===== config.mk =====
export PLATFORM = sky130hd
export DESIGN_NAME = hgba_hash
export DESIGN_NICKNAME = d
export VERILOG_FILES = /design/src/hgba_pkg.sv /design/src/hgba_hash.sv
export SDC_FILE = /design/constraint.sdc
export NUM_CORES = 1
export LEC_CHECK = 0
export ABC_CLOCK_PERIOD_IN_PS = 23900
export BUFFER_PORTS_ARGS = -buffer_cell sky130_fd_sc_hd__clkbuf_2
export CAP_MARGIN = 10
export CORE_MARGIN = 3
export CORE_UTILIZATION = 34
export CTS_CLUSTER_DIAMETER = 100
export DETAILED_ROUTE_END_ITERATION = 10
export HOLD_SLACK_MARGIN = 0.06
export PLACE_DENSITY = 0.47
export SYNTH_ARGS = -nofsm -noshare
export SYNTH_HDL_FRONTEND = slang
export SYNTH_SLANG_ARGS = --single-unit

===== constraint.sdc =====
create_clock -name clock -period 23.9 [get_ports clock]
set_input_delay 3.585 -clock clock [delete_from_list [all_inputs] [get_ports clock]]
set_output_delay 3.585 -clock clock [all_outputs]
set_load 0.03 [all_outputs]

===== src/hgba_pkg.sv =====
package hgba_pkg;

   localparam int GROUP_ENTRIES = 1024;
   localparam int HASH_SLOTS    = 2048;

   localparam int GID_W  = $clog2(GROUP_ENTRIES);
   localparam int CNT_W  = $clog2(GROUP_ENTRIES + 1);
   localparam int SLOT_W = $clog2(HASH_SLOTS);

   localparam logic [1:0] CMD_ACCUM = 2'd0;
   localparam logic [1:0] CMD_READ  = 2'd1;
   localparam logic [1:0] CMD_CLEAR = 2'd2;

   localparam logic [1:0] CSR_VALUE_WIDTH = 2'd0;
   localparam logic [1:0] CSR_KEY_WIDTH   = 2'd1;

   localparam logic [1:0] WIDTH_8  = 2'd0;
   localparam logic [1:0] WIDTH_16 = 2'd1;
   localparam logic [1:0] WIDTH_32 = 2'd2;
   localparam logic [1:0] WIDTH_64 = 2'd3;

   localparam logic [62:0] COUNT_MAX = '1;

   typedef struct packed {
      logic [63:0]  key;
      logic [127:0] sum;
      logic [62:0]  count;
   } grp_entry_type;

   function automatic logic [63:0] extend(input logic [63:0] x, input logic [1:0] sel);
      logic [63:0] r;
      unique case (sel)
         WIDTH_8:  r = {{56{x[7]}}, x[7:0]};
         WIDTH_16: r = {{48{x[15]}}, x[15:0]};
         WIDTH_32: r = {{32{x[31]}}, x[31:0]};
         default:  r = x;
      endcase
      return r;
   endfunction

endpackage


===== src/hgba_hash.sv =====
module hgba_hash (
   input  logic                       clock,
   input  logic                       reset,
   input  logic                       start,
   input  logic [63:0]                key,
   output logic                       done,
   output logic [hgba_pkg::SLOT_W-1:0] slot
);
   import hgba_pkg::*;

   localparam int PW = 32 + SLOT_W;
   localparam int HW = (PW + 1) / 2;
   localparam logic [PW-1:0] HASH_MULT = PW'(64'h9E3779B97F4A7C15);

   logic          run_ff, run_in;
   logic [1:0]    step_ff, step_in;
   logic          done_ff, done_in;
   logic [PW-1:0] a_ff, a_in;
   logic [PW-1:0] acc_ff, acc_in;
   logic [HW-1:0] op_a, op_b;
   logic [2*HW-1:0] prod;

   always_comb begin
      op_a = a_ff[HW-1:0];
      op_b = HASH_MULT[HW-1:0];
      case (step_ff)
         2'd1: begin
            op_a = HW'(a_ff[PW-1:HW]);
         end
         2'd2: begin
            op_b = HW'(HASH_MULT[PW-1:HW]);
         end
         default: ;
      endcase
   end

   assign prod = op_a * op_b;

   always_comb begin
      run_in  = run_ff;
      step_in = step_ff;
      done_in = 1'b0;
      a_in    = a_ff;
      acc_in  = acc_ff;
      if (start) begin
         run_in  = 1'b1;
         step_in = 2'd0;
         a_in    = key[PW-1:0];
      end else if (run_ff) begin
         if (step_ff == 2'd0) begin
            acc_in = PW'(prod);
         end else begin
            acc_in = acc_ff + PW'({prod, {HW{1'b0}}});
         end
         step_in = step_ff + 2'd1;
         if (step_ff == 2'd2) begin
            run_in  = 1'b0;
            done_in = 1'b1;
         end
      end
   end

   always_ff @(posedge clock) begin
      if (reset) begin
         run_ff  <= 1'b0;
         step_ff <= 2'd0;
         done_ff <= 1'b0;
      end else begin
         run_ff  <= run_in;
         step_ff <= step_in;
         done_ff <= done_in;
      end
      a_ff   <= a_in;
      acc_ff <= acc_in;
   end

   assign done = done_ff;
   assign slot = acc_ff[PW-1:32];

endmodule


# == After elaboration in Yosys (flattened, before gate mapping) ==
# Index checks and enable logic that the tools add are counted.
# totals
register_bits,90
latch_bits,0
mem_bits_rw,0
romBits,0
input_bits,67
out_inout_bits,12
word_cells,23
n_memories,0
# classes
n_addsub,2
mul,1
div_mod_pow,0
magnitude_cmp,0
eq_ne,2
n_shift,0
n_mux,7
bitwise_logic,2
n_reduce_logical,4
# op_table
operator,count
adder 43 bit,1
multiplier 22 x 22 -> 43 bit,1
two-way mux 43 bit,1
two-way mux 22 bit,1
two-way mux 20 bit,1
two-way mux 1 bit,4
OR reduction 3 bit,1
"adder 2 x 1 -> 2 bit, second input constant",1
"== test 2 x 1 -> 1 bit, second input constant",1
"== test 2 bit, second input constant",1
zero test 2 bit,1
NOT 1 bit,2
AND reduction 2 bit,1
OR reduction 2 bit,1

# == Depth between registers and ports, before layout ==
# logic_depth
ltp_word,5
depth_mapped,39
mapped_depth_nobuf,37

# == Least setup slack after synthesis ==
# Ideal clock, no wire load.
# synth_timing
path_type,register -> register
start,reg step_ff[1]
end,reg acc_ff[42] (data pin)
setup_time_ns,0.174
arrival_ns,8.556
t_required_ns,23.726
path_slack_ns,15.170
stages_incl_launch_ff,35
path_buffers,4
period_less_slack_ns,8.730
cell_sequence,dfxtp_1 -> inv_1 -> ha_1 -> clkbuf_1 -> buf_1 -> buf_2 -> mux2i_1 -> inv_1 -> and2_1 -> fa_1 -> inv_1 -> fa_1 -> fa_1 -> fa_1 -> inv_1 -> fa_1 -> fa_1 -> inv_1 -> fa_1 -> inv_1 -> ha_1 -> buf_6 -> a21oi_1 -> nand2_1 -> a221oi_1 -> xnor2_1 -> ha_1 -> nand2_1 -> nor2_1 -> a211oi_1 -> o31ai_1 -> o31ai_1 -> xnor2_1 -> nor2_1 -> a311oi_1
# synth_between
elab_chain_cells,5
word_cells_on_any_way,8
cone_classes,1 x add/sub; 1 x mul; 2 x eq/ne; 3 x mux; 1 x reduce/logical
# synth_rtl
element,line_no,source
start: declaration,hgba_hash.sv:16,"logic [1:0] step_ff, step_in;"
start signal: assignment,hgba_hash.sv:70,step_ff <= step_in;
== test 2 x 1 -> 1 bit or == test 2 bit (tied branches),hgba_hash.sv:26,case (step_ff)
two-way mux 22 bit or two-way mux 20 bit (tied branches),hgba_hash.sv:26,
multiplier 22 x 22 -> 43 bit,hgba_hash.sv:37,assign prod = op_a * op_b;
adder 43 bit,hgba_hash.sv:53,"acc_in = acc_ff + PW'({prod, {HW{1'b0}}});"
two-way mux 43 bit *,hgba_hash.sv:50,if (step_ff == 2'd0) begin
end signal: assignment,hgba_hash.sv:74,acc_ff <= acc_in;
end: declaration,hgba_hash.sv:19,"logic [PW-1:0] acc_ff, acc_in;"
# Every way passes the cells marked *; elsewhere a longest branch is shown, timed or not.
# A chain may end at the register's enable or synchronous reset.

# == Worst setup path in the final report ==
# Ends and elaborated chain as after synthesis.

==> qor.yml <==
cts_hold_buf: 0
synth_mux_area_share_pct: 2.07
wl_per_cell_um: 18.0
rsz0062_at_grt: "no"
diodes: 0
setup_violations: 0
synth-compound-area-share_pct: 9.54
cts_made_buffers: 9
syn-mean-instance-area_um2: 9.60
critPathMaxStageDelay_ns: 0.68
fmax_mhz: 101
vias: 10941
grt_pass1_wl_um: 66100
wl_um: 41100
synth.distinct_cells: 62
synth_flop_cell: "edfxtp_1"
syn_nets: 2225
ys_ff_latch: 68
cts_tree: "done"
critPathLaunchType: "flip-flop"
synth_adder_area_share_pct: 52.8
clock_skew_ns: 0.00312
drive_above_1_share_pct: 6.76
dp_hpwl_um: 36000
initial_core_util_pct: 34.6
dr.pass1.iters: 4
grt-ovfl-total: 0
synth_top_family_by_area: "adder cells"
post_cts_buffers: 0
hold_viol: 0
synth_xor_area_share_pct: 4.10
vias_per_cell: 4.78
worstPathArrival_ns: 10.00
coreArea_mm2: 0.0457
tightest_slew_ns: 0.993
grt.total_usage_pct: 17.3
numPortBuffers: 57
drcViolationCount: 0
clk_latency_ns: 0.35
synth-edff-count: 64
postSynthCellCount: 1647
syn_area_mm2: 0.0158
root_buffer: "clkbuf_16"
hp-class: "flip-flop to flip-flop"
grt_max_degree: 49
die_y_um: 222
max_cap_viol_count: 0
syn_to_final_growth_pct: 7.71
critPathKind: "flip-flop to flip-flop"
finalCritPeriodShare_pct: 41.2
slew_violations: 0
clk_pin_slew_worst_paths_ns: 0.06
fin_nets: 2260
crit_fanout: 22
h-tree-depth: 3
die_area_mm2: 0.0491
async_flop_share_pct: 0
cp_data_required_time_ns: 24.05
post-route-min-period_ns: 9.86
cp_slowest_cell: "a221oi_1"
first_iter_violations: 648
ios: 79
ys_warn_count: 0
critPathCaptureType: "flip-flop"
relSlewSlack_pct: 31.9
antenna_left: 0
antenna_found_initial: 0
cts_resized: 0
cts_sinks: 68
gp_routability_congestion: 0.855
setup-tns-final_ns: 0
status: "finished, final reports clean"
clk_path_buf_depth: 2
synth_seq_area_share_pct: 12.7
die_w_um: 222
synth-simple-area-share_pct: 7.05
grt_pass1_vias: 11648
rows: 78
[critical path: cells and delay by family (launching register included)]
family	cells	cell delay (ns)
XOR/XNOR	2	0.40
multiplexers	1	0.57
AND/OR/NAND/NOR	5	0.56
buffers and inverters	8	1.33
adder cells (fa/ha/maj)	10	4.52
flip-flops	1	0.34
AO/OA/AOI/OAI	6	1.93
[area by class of cell]
class	instances	area [um2]
inverter	439	1650
multi-input combinational	1095	11900
clock inverter	7	83.8
fill	4730	28600
timing repair buffer	69	375
clock buffer	9	225
tap	600	751
sequential	68	2000
[synthesized netlist by cell type, types with 5 or more instances]
| cell type | instances | area [um2] |
|---|---|---|
| a211oi_1 | 8 | 60.1 |
| a21o_1 | 33 | 248 |
| a21oi_1 | 89 | 445 |
| a31oi_1 | 8 | 50.1 |
| and2_1 | 7 | 43.8 |
| and3_1 | 6 | 37.5 |
| buf_4 | 11 | 82.6 |
| clkbuf_1 | 26 | 97.6 |
| edfxtp_1 | 64 | 1920 |
| fa_1 | 258 | 5160 |
| ha_1 | 253 | 3170 |
| inv_1 | 436 | 1640 |
| mux2_2 | 12 | 135 |
| mux2i_1 | 18 | 180 |
| nand2_1 | 68 | 255 |
| nand2b_1 | 10 | 62.6 |
| nand3_1 | 14 | 70.1 |
| nand4_1 | 13 | 81.3 |
| nor2_1 | 91 | 342 |
| nor2b_1 | 12 | 75.1 |
| nor3_1 | 8 | 40.0 |
| o211ai_1 | 6 | 45.0 |
| o21ai_0 | 37 | 185 |
| o21ai_1 | 8 | 40.0 |
| o21bai_1 | 10 | 75.1 |
| o31ai_1 | 5 | 37.5 |
| or2_2 | 5 | 31.3 |
| xnor2_1 | 52 | 455 |
| xor2_1 | 22 | 193 |
[metal layers]
metal / wire (um) / GRT usage, %
met5: 0 / 0
met4: 636 / 3.69
met3: 1070 / 1.51
met2: 20600 / 29.9
met1: 18900 / 23.7
[layout by cell type (no fill, tap or decap), types with 7 or more instances in the layout]
cell / Yosys / layout
xnor2_1: 52 / 52
a21oi_1: 89 / 89
and2_1: 7 / 7
o21ai_1: 8 / 8
xor2_1: 22 / 22
nor2_1: 91 / 91
o21ai_0: 37 / 37
nand3_1: 14 / 14
a21o_1: 33 / 33
inv_1: 436 / 436
mux2i_1: 18 / 18
ha_1: 253 / 252
nor3_1: 8 / 8
buf_4: 11 / 12
a31oi_1: 8 / 8
nor2b_1: 12 / 11
nand2_1: 68 / 68
o21bai_1: 10 / 10
nand4_1: 13 / 13
a211oi_1: 8 / 8
fa_1: 258 / 258
nand2b_1: 10 / 10
mux2_2: 12 / 12
edfxtp_1: 64 / 64
clkbuf_16: 0 / 9
clkbuf_2: 0 / 57
[metrics by stage]
| step | instance area [um2] | utilization [%] | instances | setup slack (ns) | hold WS (ns) |
|---|---|---|---|---|---|
| 6_report | 17000 | 37.3 | 2287 | 14.04 | 0.533 |
| 2_1_floorplan | 15800 | - | 1647 | 15.17 | 0.473 |
| 5_1_grt | 17000 | 37.3 | 2287 | 13.44 | 0.563 |
| 4_1_cts | 17000 | 37.3 | 2287 | 13.93 | 0.529 |
| 3_5_place_dp | 16700 | 36.6 | 2271 | 13.99 | 0.518 |
| 3_3_place_gp | 16700 | 36.6 | 2271 | 14.03 | 0.516 |
[registers in the layout, indices dropped and copies added (netlist names)]
register / count
step_ff: 2
run_ff: 1
done: 1
acc_ff: 21
a_ff: 43
[final timing paths]
path | cells past startpoint | end | startpoint | slack, ns
setup reg to reg | 32 | acc_ff[42]$_DFFE_PP_ | step_ff[1]$_SDFFE_PP0P_ | 14.04
hold reg to reg | 2 | done$_SDFF_PP0_ | run_ff$_SDFF_PP0_ | 0.53
hold / removal | 2 | done$_SDFF_PP0_ | run_ff$_SDFF_PP0_ | 0.53
setup / recovery | 32 | acc_ff[42]$_DFFE_PP_ | step_ff[1]$_SDFFE_PP0P_ | 14.04
[logic make-up (layout without fill, tap and decap cells)]
logic type      Yosys count  count (layout)
simple gates            244             244
mux                      31              31
flops                    68              68
buf+inv                 484             524
compound gates          234             234
xor+xnor                 74              74
fa+ha+maj               512             512
Power is left out: the tool's default activity adds up to more than one toggle a clock period on the data nets, which glitch-free logic cannot reach.
